`src/rtl/core/rns_modular_alu_special_primes_macros.svh`:
```
// Assertion macros for the modular ALU core files; only rmasp_final uses them.
`ifndef RNS_MODULAR_ALU_SPECIAL_PRIMES_MACROS_SVH
`define RNS_MODULAR_ALU_SPECIAL_PRIMES_MACROS_SVH

// Property must hold at every rising clock edge outside reset.
`define RMASP_ASSERT(lbl, clk, rst, prop, msg) \
   lbl: assert property (@(posedge clk) disable iff (rst) prop) \
      else $error(msg);

// Expression must never be true outside reset.
`define RMASP_ASSERT_NEVER(lbl, clk, rst, expr, msg) \
   lbl: assert property (@(posedge clk) disable iff (rst) !(expr)) \
      else $error(msg);

`endif

```
`src/rtl/core/rmasp_pkg.sv`:
```
// Types, constants and helper functions for the Solinas-prime modular ALU.
package rmasp_pkg;

   // q = 2^k1 - 2^k2 + 1
   localparam int K1_A = 24;
   localparam int K2_A = 14;
   localparam int K1_B = 26;
   localparam int K2_B = 16;
   localparam int K1_C = 31;
   localparam int K2_C = 24;

   // Enough folds to bring any 64-bit value below 2^k1 for all three primes
   localparam int NUM_FOLDS = 7;

   localparam logic [1:0] OP_ADD = 2'd0;
   localparam logic [1:0] OP_SUB = 2'd1;
   localparam logic [1:0] OP_MUL = 2'd2;
   localparam logic [1:0] OP_RED = 2'd3;

   localparam logic [1:0] SEL_A   = 2'd0;
   localparam logic [1:0] SEL_B   = 2'd1;
   localparam logic [1:0] SEL_C   = 2'd2;
   localparam logic [1:0] SEL_ALT = 2'd3;   // aliases SEL_C

   typedef struct packed {
      logic [1:0]  op;
      logic [1:0]  sel;
      logic [31:0] a;
      logic [31:0] b;
      logic [63:0] wide;
   } request_type;

   typedef struct packed {
      logic [63:0] value;
      logic [1:0]  sel;
      logic        err;
   } stage_type;

   typedef struct packed {
      logic [30:0] residue;
      logic        range_error;
   } result_type;

   function automatic logic [30:0] prime_of(input logic [1:0] sel);
      logic [30:0] q;
      case (sel)
         SEL_A:   q = 31'((64'd1 << K1_A) - (64'd1 << K2_A) + 64'd1);
         SEL_B:   q = 31'((64'd1 << K1_B) - (64'd1 << K2_B) + 64'd1);
         default: q = 31'((64'd1 << K1_C) - (64'd1 << K2_C) + 64'd1);
      endcase
      return q;
   endfunction

   // hi*2^k1 + lo  ->  hi*(2^k2 - 1) + lo
   function automatic logic [63:0] fold_step(input logic [63:0] v, input logic [1:0] sel);
      logic [63:0] hi;
      logic [63:0] lo;
      logic [63:0] r;
      case (sel)
         SEL_A: begin
            hi = v >> K1_A;
            lo = 64'(v[K1_A-1:0]);
            r  = (hi << K2_A) - hi + lo;
         end
         SEL_B: begin
            hi = v >> K1_B;
            lo = 64'(v[K1_B-1:0]);
            r  = (hi << K2_B) - hi + lo;
         end
         default: begin
            hi = v >> K1_C;
            lo = 64'(v[K1_C-1:0]);
            r  = (hi << K2_C) - hi + lo;
         end
      endcase
      return r;
   endfunction

endpackage

```
`src/rtl/core/rmasp_final.sv`:
```
// Final stage: conditional subtraction of q into the output register.
`include "rns_modular_alu_special_primes_macros.svh"

module rmasp_final (
   input  logic                  clock,
   input  logic                  reset,
   input  logic                  in_vld,
   output logic                  in_rdy,
   input  rmasp_pkg::stage_type  in_data,
   output logic                  out_vld,
   input  logic                  out_rdy,
   output rmasp_pkg::result_type out_res
);
   import rmasp_pkg::*;

   logic        vld_ff, vld_in;
   result_type  res_ff, res_in;
   logic [1:0]  sel_ff;
   logic [30:0] q;

   assign q = prime_of(in_data.sel);

   always_comb begin
      // folded value is below 2q, so one subtraction suffices
      if (in_data.value >= 64'(q)) begin
         res_in.residue = 31'(in_data.value - 64'(q));
      end else begin
         res_in.residue = 31'(in_data.value);
      end
      res_in.range_error = in_data.err;
   end

   assign in_rdy = !vld_ff || out_rdy;
   assign vld_in = in_rdy ? in_vld : vld_ff;

   always_ff @(posedge clock) begin
      if (reset) begin
         vld_ff <= 1'b0;
      end else begin
         vld_ff <= vld_in;
      end
   end

   always_ff @(posedge clock) begin
      if (in_rdy && in_vld) begin
         res_ff <= res_in;
         sel_ff <= in_data.sel;
      end
   end

   assign out_vld = vld_ff;
   assign out_res = res_ff;

   `RMASP_ASSERT(a_fold_bound, clock, reset, in_vld |-> (in_data.value < (64'(q) << 1)), "fold left value at or above 2q")
   `RMASP_ASSERT(a_residue_below_q, clock, reset, vld_ff |-> (res_ff.residue < prime_of(sel_ff)), "residue not below q")
   `RMASP_ASSERT_NEVER(a_err_zero, clock, reset, vld_ff && res_ff.range_error && (res_ff.residue != 31'd0), "range error with nonzero residue")

endmodule

```
`config.mk`:
```
export PLATFORM = sky130hd
export DESIGN_NAME = rmasp_final
export DESIGN_NICKNAME = d
export VERILOG_FILES = /design/src/rtl/core/rmasp_pkg.sv /design/src/rtl/core/rmasp_final.sv
export VERILOG_INCLUDE_DIRS = /design/src /design/src/rtl/core
export SDC_FILE = /design/constraint.sdc
export NUM_CORES = 1
export LEC_CHECK = 0
export CORE_MARGIN = 2
export CORE_UTILIZATION = 32
export CTS_BUF_LIST = sky130_fd_sc_hd__clkbuf_8 sky130_fd_sc_hd__clkbuf_16
export CTS_CLUSTER_DIAMETER = 50
export DETAILED_ROUTE_END_ITERATION = 10
export DONT_BUFFER_PORTS = 1
export PLACE_DENSITY = 0.54
export SYNTH_ARGS = -nofsm -noshare
export SYNTH_HDL_FRONTEND = slang
export SYNTH_SLANG_ARGS = --single-unit
```
`constraint.sdc`:
```
create_clock -name clock -period 4.1 [get_ports clock]
set_clock_uncertainty 0.05 [all_clocks]
set_input_delay 0.41 -clock clock [delete_from_list [all_inputs] [get_ports clock]]
set_output_delay 0.41 -clock clock [all_outputs]
set_load 0.01 [all_outputs]
```
# Word level (Yosys, flattened, before mapping)
# Cells that the tools add are included.
classes:
  add_sub_neg: 1
  order_cmp: 1
  eq_ne: 1
  n_mux: 2
  n_reduce_logical: 4
op_table:
  columns: ["op", "count"]
  rows:
  - ["64-bit by 31-bit >= comparator with 1-bit output", 1]
  - ["31-bit case mux with 2 select lines", 1]
  - ["31-bit two-way mux", 1]
  - ["31-bit subtractor", 1]
  - ["2-bit by 1-bit == test with 1-bit output, second input constant", 1]
  - ["2-bit zero test", 1]
  - ["1-bit logical AND", 1]
  - ["1-bit zero test", 1]
  - ["1-bit logical OR", 1]
totals:
  ff_bits: 33
  out_inout_bits: 34
  word_cells: 12

# Depth between registers and ports, before layout
logic_depth:
  ltp_word: 4
  depth_mapped: 12

# Worst setup path before layout
# No wires, ideal clock.
synth_timing:
  path_kind: "input to register"
  start: "in in_data[2] (netlist bit)"
  end: "reg res_ff (netlist bit out_res[17]) (data pin)"
  arrival_time_ns: 2.776
  t_required_ns: 3.788
  slack_ns: 1.012
  path_stages: 10
  n_path_buf: 2
  cell_sequence: "or2_2 > ha_1 > or4b_2 > nor4_1 > a21boi_1 > nor4_1 > buf_2 > nor2_4 > buf_8 > mux2_1"
synth_rtl:
  columns: ["element", "line_no", "text"]
  rows:
  - ["start: declaration", "rmasp_final.sv:9", "input rmasp_pkg::stage_type in_data,"]
  - ["end signal: assignment", "rmasp_final.sv:46", "res_ff <= res_in;"]
  - ["end: declaration", "rmasp_final.sv:17", "result_type res_ff, res_in;"]

==> reports/metrics.csv <==
stage,metric,value,unit
yosys,"EDFF count, synth",32,
worst_hold_path,hold path start,reset,
clock_network,CTS max path bufs,2,
pwr,peak supply drop,0.0913,mV
critical_path,WP buf/inv,1,
floorplanning,cell row count,34,
place,GPL Wtd Cong,0.843,
yosys,number of distinct library cells after synthesis,57,
critical_path,Worst Path Max Fanout,14,
cells_and_area,Post-Layout Inst Area,3000,um^2
pwr,switching share of power,31.3,%
drt,total number of vias,2379,
global_routing,initial antenna violation count,0,
clock_network,post-cts repair resize count,0,
place,port buffer count,0,
floorplanning,die area,9670,um^2
cells_and_area,nets,396,
global_routing,largest net degree at the start of global routing,33,
pwr,Int Pwr,0.000629,W
clock_network,Post-CTS Setup Inserts,0,
timing,Fmax,322,MHz
clock_network,CTS root buf,clkbuf_8,
yosys,Simple-Gate Fraction of Synth Area,20.9,%
critical_path,crit path cell chain,or2_2 > ha_1 > or4b_2 > nor4_1 > a21boi_1 > nor4_2 > buf_4 > nor3_1 > a31o_2,
critical_path,critical path's top delay family,simple AND/OR/NAND/NOR gates,
global_routing,Overall Global Routing Usage,15.5,%
critical_path,WP data required,4.09,ns
timing,# setup viols final,0,
critical_path,CP max stage delay,0.67,ns
timing,max_slew headroom,52.4,%
pwr,Clk pwr share,25.9,%
timing,RSZ-0062 raised after global routing,no,
yosys,"Seq/Total Area, Yosys",34.4,%
pwr,combinational share of power,25.4,%
timing,slew at the pin with the worst max-slew slack,0.707,ns
clock_network,H-tree depth,2,
drt,post-DR vias/cell,5.73,
timing,Tmin final,3.10,ns
floorplanning,Die Y,98.3,um
clock_network,Clock Latency Late Sink,0.28,ns
run,Max Cap Viol,0,
pwr,switching power total,0.000286,W
critical_path,crit path from,in_data[2],
clock_network,CTS tree,built,
timing,setup tns final,0,ns
critical_path,Worst R2R Start,out_vld$_SDFFE_PP0N_,
cells_and_area,Area Growth Syn to Fin,5.49,%
drt,Pre-antenna DRT Iters,4,
status,status,"complete, no violations",
critical_path,Worst setup EP type,register,
yosys,syn_nets,401,
drt,DR WL/cell,18.6,um
place,hpwl dp,6180,um
critical_path,slowest CP cell,or4b_2,
clock_network,CTS buffer count,5,
critical_path,CP arrival,3.09,ns
yosys,"FFs w/ async S/R, synth",0,%
timing,max-slew violations,0,
floorplanning,core box area,8680,um^2
yosys,Gate Count Post-Synth,311,
global_routing,vias in the first global route,2350,
yosys,post-synthesis cell area,2850,um^2
clock_network,"Reg clk slew, reported paths",0.07,ns
yosys,Seq cells post-synth,33,
yosys,Syn Area/Cell,9.16,um^2
critical_path,Crit Path Category,in2reg,
clock_network,Sink Count,33,
drt,routed wire length,7720,um
timing,Final Hold Viols,0,
yosys,mux contribution to synthesized area,4.88,%
pwr,LEAKAGE,1.07,nW
cells_and_area,antenna fix cells,0,
worst_hold_path,hold crit path type,in2reg,
drt,post-route ant nets,0,
yosys,Post-Synth XOR/XNOR Area,7.69,%
pwr,power per cell area,305,nW/um^2
drt,Initial DRC Count,64,
timing,Final period util,75.7,%
critical_path,CP Launch Type,primary input,
yosys,Ys Warns,0,
place,DP Area,2920,um^2
floorplanning,width of the die,98.3,um
clock_network,"Hold-fix buffers, CTS",0,
yosys,ys flop type,edfxtp_1,
drt,number of remaining DRC errors,0,
cells_and_area,fraction of layout cells with a size suffix above 1,10.1,%
floorplanning,number of top-level pins,105,
pwr,Seq pwr share,48.7,%
yosys,Post-Synth Adder-Cell Area,8.35,%
yosys,Compound-Gate Fraction of Synth Area,18.5,%
global_routing,first-pass GRT wire length,12200,um
yosys,largest family of logic cells by synthesized area,simple AND/OR/NAND/NOR gates,
floorplanning,initial core utilization,32.8,%
global_routing,grt total ovfl,0,
==> sequential cells by signal, indices dropped and copies added, names as in the netlist <==
signal,cells
out_vld,1
out_res,32
==> power groups by stage <==
| stage | combinational [W] | sequential, W | clock, W |
|---|---|---|---|
| 3_3_place_gp | 0.000228 | 0.000454 | 0 |
| 6_report | 0.000232 | 0.000445 | 0.000237 |
| 2_1_floorplan | 0.000185 | 0.000449 | 0 |
| 4_1_cts | 0.000233 | 0.000447 | 0.000247 |
| 3_5_place_dp | 0.000231 | 0.000455 | 0 |
| 5_1_grt | 0.000261 | 0.000448 | 0.000262 |
==> worst paths after layout <==
| path | slack (ns) | depth (start not counted) | endpoint |
|---|---|---|---|
| max | 1.0 | 9 | out_res[8]$_DFFE_PP_ |
| min | 0.14 | 1 | out_vld$_SDFFE_PP0N_ |
| max reg2reg | 2.66 | 3 | out_res[29]$_DFFE_PP_ |
| min reg2reg | 0.58 | 2 | out_vld$_SDFFE_PP0N_ |
==> placed cells by master, fill, tap and decap left out, types with 6 or more instances in the layout <==
cell,instances
edfxtp_1,32
nand2_1,24
o21ai_0,24
a21oi_1,22
xor2_1,20
ha_1,19
nor2_1,18
nor4_1,17
inv_1,14
nor3_1,11
nand3_1,9
mux2_1,7
nand4_1,6
o21a_1,6
==> cell usage after synthesis, types with 3 or more instances <==
cell type	n	area [um^2]
nor4_1	18	113
a211oi_1	4	30.0
inv_1	14	52.6
nand2_1	24	90.1
o21a_1	6	45.0
xor2_1	20	175
o21bai_1	3	22.5
clkbuf_1	9	33.8
xnor2_1	5	43.8
mux2_1	7	78.8
o21ai_0	24	120
ha_1	19	238
and2_1	3	18.8
edfxtp_1	32	961
and3_1	3	18.8
o211ai_1	5	37.5
a21boi_0	3	22.5
nand4_1	6	37.5
a21oi_1	22	110
nor3_1	11	55.1
nand3_1	9	45.0
mux2_2	4	45.0
nor2_1	18	67.6
==> area by class of cell <==
| cell class | instances | area, um^2 |
|---|---|---|
| tap | 108 | 135 |
| fill | 928 | 5670 |
| multi-input combinational | 248 | 1720 |
| clock buffer | 5 | 68.8 |
| clock inverter | 3 | 12.5 |
| sequential | 33 | 981 |
| timing repair buffer | 4 | 30.0 |
| inverter | 14 | 52.6 |
==> per-stage QoR <==
step | hold WS [ns] | std cells | total power [W] | worst slack [ns] | util (%)
6_report | 0.140 | 415 | 0.000915 | 0.996 | 34.6
5_1_grt | 0.130 | 415 | 0.000971 | 0.844 | 34.6
4_1_cts | 0.131 | 415 | 0.000926 | 0.971 | 34.6
3_5_place_dp | 0.439 | 407 | 0.000686 | 0.675 | 33.7
3_3_place_gp | 0.432 | 407 | 0.000682 | 0.802 | 33.7
2_1_floorplan | 0.429 | 311 | 0.000633 | 1.01 | -
==> cell families (layout without fill, tap and decap cells) <==
group	Yosys count	after routing
DFF	33	33
xor gates and xnor gates	25	25
muxes	12	12
buffers and inverters	30	26
and+or+nand+nor	109	109
adders and majority gates	19	19
AOI/OAI and AO/OA	83	83
==> metal layers <==
layer  GRT usage, %  share of wire [%]  vias to the layer above  wire length [um]
li1               -                  -                     1166                 -
met4           3.48               0.98                        0                76
met5              0                  0                        -                 0
met3           4.87                7.0                        6               544
met1           18.9                 43                     1138              3290
met2           26.9                 49                       69              3820
No activity file was read; power rests on OpenSTA's default activity.
