**config.mk**
```make
export PLATFORM = sky130hd
export DESIGN_NAME = rmasp_front
export DESIGN_NICKNAME = d
export VERILOG_FILES = /design/src/rtl/core/rns_modular_alu_special_primes_macros.svh /design/src/rtl/core/rmasp_pkg.sv /design/src/rtl/core/rmasp_front.sv
export SDC_FILE = /design/constraint.sdc
export NUM_CORES = 2
export LEC_CHECK = 0
export BUFFER_PORTS_ARGS = -buffer_cell sky130_fd_sc_hd__buf_2
export CORE_MARGIN = 4
export CORE_UTILIZATION = 50
export CTS_CLUSTER_SIZE = 14
export DETAILED_ROUTE_END_ITERATION = 7
export GPL_TIMING_DRIVEN = 0
export PLACE_DENSITY = 0.67
export SLEW_MARGIN = 10
export SYNTH_ARGS = -nofsm -noshare
export SYNTH_HDL_FRONTEND = slang
export SYNTH_SLANG_ARGS = --single-unit
```
**constraint.sdc**
```tcl
create_clock -name clock -period 19.62 [get_ports clock]
set_input_delay 2.943 -clock clock [delete_from_list [all_inputs] [get_ports clock]]
set_output_delay 2.943 -clock clock [all_outputs]
set_load 0.01 [all_outputs]
```
**src/rtl/core/rns_modular_alu_special_primes_macros.svh**
```systemverilog
// Assertion macros for the modular ALU core files; only rmasp_final uses them.
`ifndef RNS_MODULAR_ALU_SPECIAL_PRIMES_MACROS_SVH
`define RNS_MODULAR_ALU_SPECIAL_PRIMES_MACROS_SVH

// Property must hold at every rising clock edge outside reset.
`define RMASP_ASSERT(lbl, clk, rst, prop, msg) \
   lbl: assert property (@(posedge clk) disable iff (rst) prop) \
      else $error(msg);

// Expression must never be true outside reset.
`define RMASP_ASSERT_NEVER(lbl, clk, rst, expr, msg) \
   lbl: assert property (@(posedge clk) disable iff (rst) !(expr)) \
      else $error(msg);

`endif

```
**src/rtl/core/rmasp_pkg.sv**
```systemverilog
// Types, constants and helper functions for the Solinas-prime modular ALU.
package rmasp_pkg;

   // q = 2^k1 - 2^k2 + 1
   localparam int K1_A = 24;
   localparam int K2_A = 14;
   localparam int K1_B = 26;
   localparam int K2_B = 16;
   localparam int K1_C = 31;
   localparam int K2_C = 24;

   // Enough folds to bring any 64-bit value below 2^k1 for all three primes
   localparam int NUM_FOLDS = 7;

   localparam logic [1:0] OP_ADD = 2'd0;
   localparam logic [1:0] OP_SUB = 2'd1;
   localparam logic [1:0] OP_MUL = 2'd2;
   localparam logic [1:0] OP_RED = 2'd3;

   localparam logic [1:0] SEL_A   = 2'd0;
   localparam logic [1:0] SEL_B   = 2'd1;
   localparam logic [1:0] SEL_C   = 2'd2;
   localparam logic [1:0] SEL_ALT = 2'd3;   // aliases SEL_C

   typedef struct packed {
      logic [1:0]  op;
      logic [1:0]  sel;
      logic [31:0] a;
      logic [31:0] b;
      logic [63:0] wide;
   } request_type;

   typedef struct packed {
      logic [63:0] value;
      logic [1:0]  sel;
      logic        err;
   } stage_type;

   typedef struct packed {
      logic [30:0] residue;
      logic        range_error;
   } result_type;

   function automatic logic [30:0] prime_of(input logic [1:0] sel);
      logic [30:0] q;
      case (sel)
         SEL_A:   q = 31'((64'd1 << K1_A) - (64'd1 << K2_A) + 64'd1);
         SEL_B:   q = 31'((64'd1 << K1_B) - (64'd1 << K2_B) + 64'd1);
         default: q = 31'((64'd1 << K1_C) - (64'd1 << K2_C) + 64'd1);
      endcase
      return q;
   endfunction

   // hi*2^k1 + lo  ->  hi*(2^k2 - 1) + lo
   function automatic logic [63:0] fold_step(input logic [63:0] v, input logic [1:0] sel);
      logic [63:0] hi;
      logic [63:0] lo;
      logic [63:0] r;
      case (sel)
         SEL_A: begin
            hi = v >> K1_A;
            lo = 64'(v[K1_A-1:0]);
            r  = (hi << K2_A) - hi + lo;
         end
         SEL_B: begin
            hi = v >> K1_B;
            lo = 64'(v[K1_B-1:0]);
            r  = (hi << K2_B) - hi + lo;
         end
         default: begin
            hi = v >> K1_C;
            lo = 64'(v[K1_C-1:0]);
            r  = (hi << K2_C) - hi + lo;
         end
      endcase
      return r;
   endfunction

endpackage

```
**src/rtl/core/rmasp_front.sv**
```systemverilog
// Front stage: operand check, add, subtract, multiply or wide-value pass-through, registered.
module rmasp_front (
   input  logic                 clock,
   input  logic                 reset,
   input  logic                 in_vld,
   output logic                 in_rdy,
   input  rmasp_pkg::request_type in_req,
   output logic                 out_vld,
   input  logic                 out_rdy,
   output rmasp_pkg::stage_type out_data
);
   import rmasp_pkg::*;

   logic        vld_ff, vld_in;
   stage_type   data_ff, data_in;
   logic [1:0]  sel_n;
   logic [30:0] q;
   logic [63:0] prod;
   logic [63:0] value;
   logic        bad;

   assign sel_n = (in_req.sel == SEL_ALT) ? SEL_C : in_req.sel;
   assign q     = prime_of(sel_n);
   // upper halves are zero, so this stays a 32x32 product
   assign prod  = 64'(in_req.a) * 64'(in_req.b);
   assign bad   = (in_req.op != OP_RED) &&
                  ((in_req.a >= {1'b0, q}) || (in_req.b >= {1'b0, q}));

   always_comb begin
      case (in_req.op)
         OP_ADD: value = 64'(in_req.a) + 64'(in_req.b);
         OP_SUB: value = 64'(in_req.a) + 64'(q) - 64'(in_req.b);
         OP_MUL: value = prod;
         OP_RED: value = in_req.wide;
      endcase
      data_in.value = bad ? 64'd0 : value;
      data_in.sel   = sel_n;
      data_in.err   = bad;
   end

   assign in_rdy = !vld_ff || out_rdy;
   assign vld_in = in_rdy ? in_vld : vld_ff;

   always_ff @(posedge clock) begin
      if (reset) begin
         vld_ff <= 1'b0;
      end else begin
         vld_ff <= vld_in;
      end
   end

   always_ff @(posedge clock) begin
      if (in_rdy && in_vld) begin
         data_ff <= data_in;
      end
   end

   assign out_vld  = vld_ff;
   assign out_data = data_ff;

endmodule

```
# Word level (Yosys, flattened, before mapping)
# Index checks and enable logic that the tools add are counted.
# classes
n_addsub	3
multipliers	1
n_div	0
n_lt_le_gt_ge	2
n_eq_ne	6
shifts	0
muxes	3
bitwise	0
reduce_logical	7
# op_table
op	count
$pmux W64 S4	1
$ge A32 B31 Y1	2
$mul A32 B32 Y64	1
$pmux W31 S2	1
$sub A33 B32 Y34	1
$add A32 B31 Y33	1
$add A32 B32 Y33	1
$eq A2 B2 Y1 const B	3
$eq A2 B1 Y1 const B	2
$logic_not A2 Y1	2
$logic_and A1 B1 Y1	2
$logic_or A1 B1 Y1	2
$mux W2	1
$ne A2 B2 Y1 const B	1
$logic_not A1 Y1	1
# word_totals
reg_bits	68
latchBits	0
mem_bits_rw	0
rom_bits	0
in_bits	136
word_cells	26
mem_count	0

# Depth between registers and ports, before layout
# logic_depth
word_depth	7
ltp_mapped	30

# Least setup slack after synthesis
# Ideal clock, no wire load.
# synth_path
path_type	input port to flip-flop
startpoint	input in_req[122] (netlist name)
endpoint	register data_ff, in the netlist out_data[65] (data pin)
setup_ps	174
arrival_ps	9921
slack_ps	9525
cell_stages	28
n_path_buf	3
path_cell_list	clkbuf_1 inv_1 buf_1 nor2_1 fa_1 fa_1 inv_1 fa_1 fa_1 inv_1 fa_1 fa_1 fa_1 inv_1 fa_1 inv_1 ha_1 clkbuf_1 a21oi_1 o21ai_0 a21oi_1 o21ai_0 a21o_1 a211o_1 o41ai_2 o21ai_1 mux2i_1 a311oi_1
# synth_between
elab_chain_cells	3
word_cells_on_any_way	7
# synth_lines
item	line	rtl
start: declaration	rmasp_front.sv:7	input rmasp_pkg::request_type in_req,
branches (longest 3 deep; another with $mul A32 B32 Y64)	--	
end signal: assignment	rmasp_front.sv:54	data_ff <= data_in;
end: declaration	rmasp_front.sv:15	stage_type data_ff, data_in;
# Parallel ways; which one is timed is not known.
# A chain may end at the register's enable or synchronous reset.

# Worst setup path in the final report
# layout_path
startpoint	input in_req[72] (netlist name)
endpoint	register data_ff, in the netlist out_data[51] (data pin)
# layout_between
elab_chain_cells	3
word_cells_on_any_way	6
# layout_lines
item
branches (longest 3 deep; another with $mul A32 B32 Y64)
# Parallel ways; which one is timed is not known.

==> results by stage <==
Run status:
- The run finished with clean final reports.

Detailed routing:
- The detailed-route vias per instance is 5.97.
- The final routed wirelength across all metal layers is 178 mm.
- After detailed routing, the number of remaining DRC violations is 0.
- The count of routing violations after the opening detailed-route iteration is about 3800.
- After detailed routing, the average wire length per cell comes to 29.6 µm.
- The count of nets left with antenna violations once routing finished came out at 0.
- The length of the first detailed-routing pass in iterations is 6.
- The routed via count is 35966.

Floorplanning:
- The die span in x is 297 µm.
- In this run the count of I/O pins placed on the die edge is 205.
- The die is 297 µm tall.
- The placement row count is 105.
- The initial core utilization is approximately half.
- The floorplan step defined a die boundary enclosing 0.0883 mm².
- The core region is 0.0825 mm².

Synth:
- For this run, the leading register cell type out of synthesis is sky130_fd_sc_hd__edfxtp_1.
- The synthesized instance count is between 4000 and 5000.
- By count the netlist is led by sky130_fd_sc_hd__inv_1, sky130_fd_sc_hd__fa_1, sky130_fd_sc_hd__nand2_1.
- Yosys instantiated no cell more often than sky130_fd_sc_hd__inv_1.
- Sorting the synthesized cells by area gives the leading types as sky130_fd_sc_hd__fa_1, sky130_fd_sc_hd__ha_1, sky130_fd_sc_hd__inv_1, sky130_fd_sc_hd__and2_1, sky130_fd_sc_hd__edfxtp_1.
- The synthesis-stage register bit count is a little under 70.
- The number of nets in the synthesized netlist is 6162.
- The synthesized design devotes to its leading area cell type 43.8% of total area.
- Dividing the synthesized area by the synthesized cell count gives 8.86 µm².
- The most area-hungry cell type in the Yosys netlist is sky130_fd_sc_hd__fa_1.
- The number of warnings reported in the yosys synthesis log is 0.
- The unique cell type count in the Yosys netlist is 106.
- The fraction of registers with async set/reset is 0%.
- The total standard cell area after synthesis is 0.0418 mm².
- In this run, synthesis inferred 67 flip-flops with an integrated enable.
- Sequential elements use 4.86% of the synthesized area.

Global routing:
- The maximum number of pins on one net before global-route repair is 54.
- For this run the aggregate overflow at the end of global routing stands at 0.
- The first-pass GRT wire length is 257 mm.
- The initial antenna violation count was 34.
- The number of global-route vias before repair is 36839.
- The total routing usage reported by global routing is 40.3%.

STA:
- The count of endpoints failing hold in the final timing report is 0.
- The part of the cycle the worst path needs is between 60 and 70%.
- The summed negative setup slack over all endpoints is 0 ns.
- Setup repair after global routing left no endpoint under its margin.
- Based on the critical path, the design can be clocked at up to 78.0 MHz.
- The worst-case headroom to the max-slew limit is approximately 1.5%.
- The count of final max-slew check failures is 0.
- The actual slew at the worst max-slew pin is 1.48 ns.
- After layout, the minimum clock period comes to about 13 ns.
- Setup violations remaining at the end of the flow were counted as 0.
- Setup slack on the critical path of the routed design comes to between 6 and 7 ns.
- The worst-case clock skew is around 0.0035 ns.

Worst setup path:
- The worst reg2reg path startpoint is out_vld.
- Data on the critical path is required at its endpoint by between 15 and 20 ns.
- The data arrival time of the critical path is between 10 and 15 ns.
- In this run the worst setup path begins at in_req[72].
- The worst setup path is captured at a register.
- The worst setup path is launched from a primary input.
- The maximum net fanout on the critical path is 11.
- The setup path with the least slack is of type in2reg.

Clock tree:
- The number of sinks handled by clock tree synthesis is about 70.
- After clock tree synthesis, the clock-pin slew on the worst setup and hold paths is 0.06 ns.
- The H-tree generated during clock tree synthesis spans 3 levels.
- The clock root buffer is sky130_fd_sc_hd__clkbuf_16.
- The later pin in the worst-skew pair is clocked with a latency of 0.35 ns.
- TritonCTS built the clock tree.
- The post-cts gate resize count is 0.
- Buffers inserted to repair hold after CTS numbered 0.
- Counting the buffers created by CTS gives 9.
- In this run the deepest clock path goes through 2 buffers.
- Post-CTS timing repair inserted 0 buffers for setup.

Layout:
- The post-layout net count is 6378.
- The fraction of layout cells with a size suffix above 1 is 5.83%.
- The relative area change from synthesis to final layout is 6.66%.
- The number of inserted filler cells in the final layout is 7954.

Job:
- The tool flagged a number of max-cap violations equal to 0.

Placement:
- OpenSTA, run right after detailed placement, puts the worst setup slack at 7.08 ns.
- The number of I/O port buffers is 204.
- The routability congestion estimate is 1.06.
- Detailed placement ended at an HPWL of 150 mm.

Worst hold path:
- The startpoint identified for the worst hold timing path is out_vld.
- The worst hold path belongs to the class reg2reg.
## final timing paths
check	depth (start not counted)	slack, ns	to
max	26	6.79	out_data[51]
min	2	0.59	out_vld
max reg2reg	3	18.17	out_data[60]
min reg2reg	2	0.59	out_vld
## layout by cell type, fill, tap and decap left out, types with 75 or more instances in the layout
cell                         n
sky130_fd_sc_hd__clkbuf_1  229
sky130_fd_sc_hd__fa_1      915
sky130_fd_sc_hd__nand2_1   528
sky130_fd_sc_hd__nor2_1    224
sky130_fd_sc_hd__ha_1      394
sky130_fd_sc_hd__xnor2_1    75
sky130_fd_sc_hd__o21ai_0    95
sky130_fd_sc_hd__inv_1     970
sky130_fd_sc_hd__buf_2     218
sky130_fd_sc_hd__and2_1    456
sky130_fd_sc_hd__a21oi_1   192
## flip-flops by register name (all words and copies together) (netlist names)
signal    count
out_data     67
out_vld       1
## metal layers
layer / vias up / track usage, % / part of all wire [%]
li1: 14900 / - / -
met1: 18254 / 51.4 / 37
met2: 2218 / 60.0 / 43
met3: 586 / 12.0 / 12
met4: 8 / 25.8 / 8.2
met5: - / 0 / 0.036
## through the flow
stage          utilization [%]  hold slack (ns)  cell area (µm²)  cells
6_report                  54.1            0.591            44600   6028
5_1_grt                   54.0            0.631            44600   6014
4_1_cts                   54.0            0.580            44500   6008
3_5_place_dp              53.6            0.570            44200   5992
3_3_place_gp              53.5            0.541            44200   5991
2_1_floorplan                -            0.593            41800   4717
## final cells by class
cell class,count,area (µm²),area share (%)
well taps,1070,1340,3.00
inverters,973,3650,8.19
diodes,20,50.0,0.112
flip-flops and latches,68,2030,4.56
multi-input cells,3414,35100,78.7
repair buffers,205,1050,2.35
plain buffers,262,1040,2.33
clock buffers,9,225,0.505
clock inverters,7,115,0.258
## worst max-delay path: stages
cell                       delay, ns
sky130_fd_sc_hd__buf_2          0.13
sky130_fd_sc_hd__clkbuf_1       0.95
sky130_fd_sc_hd__clkbuf_1       0.97
sky130_fd_sc_hd__and2_1         0.28
sky130_fd_sc_hd__fa_1           0.44
sky130_fd_sc_hd__fa_1           0.54
sky130_fd_sc_hd__inv_1          0.08
sky130_fd_sc_hd__fa_1           0.51
sky130_fd_sc_hd__fa_1           0.51
sky130_fd_sc_hd__inv_1          0.06
sky130_fd_sc_hd__fa_1           0.57
sky130_fd_sc_hd__fa_1           0.43
sky130_fd_sc_hd__fa_1           0.59
sky130_fd_sc_hd__fa_1           0.45
sky130_fd_sc_hd__ha_1           0.34
sky130_fd_sc_hd__clkbuf_1       0.23
sky130_fd_sc_hd__a21oi_1        0.16
sky130_fd_sc_hd__o21ai_0        0.33
sky130_fd_sc_hd__nor2_1         0.20
sky130_fd_sc_hd__o21bai_1       0.11
sky130_fd_sc_hd__o21ai_0        0.61
sky130_fd_sc_hd__nor3_1         0.11
sky130_fd_sc_hd__nor3_1         0.65
sky130_fd_sc_hd__o21ai_0        0.22
sky130_fd_sc_hd__xnor2_1        0.33
sky130_fd_sc_hd__a221oi_2       0.11
## cell families (layout without fill, tap and decap cells)
logic type | count (synthesis) | in the layout | synth area share [%]
XOR/XNOR | 111 | 111 | 2.33
adder cells (fa/ha/maj) | 1310 | 1310 | 55.6
buffers and inverters | 1235 | 1456 | 11.2
other | 0 | 20 | 0
AO/OA/AOI/OAI | 579 | 579 | 9.20
flip-flops | 68 | 68 | 4.86
multiplexers | 8 | 8 | 0.224
AND/OR/NAND/NOR | 1406 | 1406 | 16.5
Power is left out: the tool's default activity adds up to more than one toggle a clock period on the data nets, which glitch-free logic cannot reach.
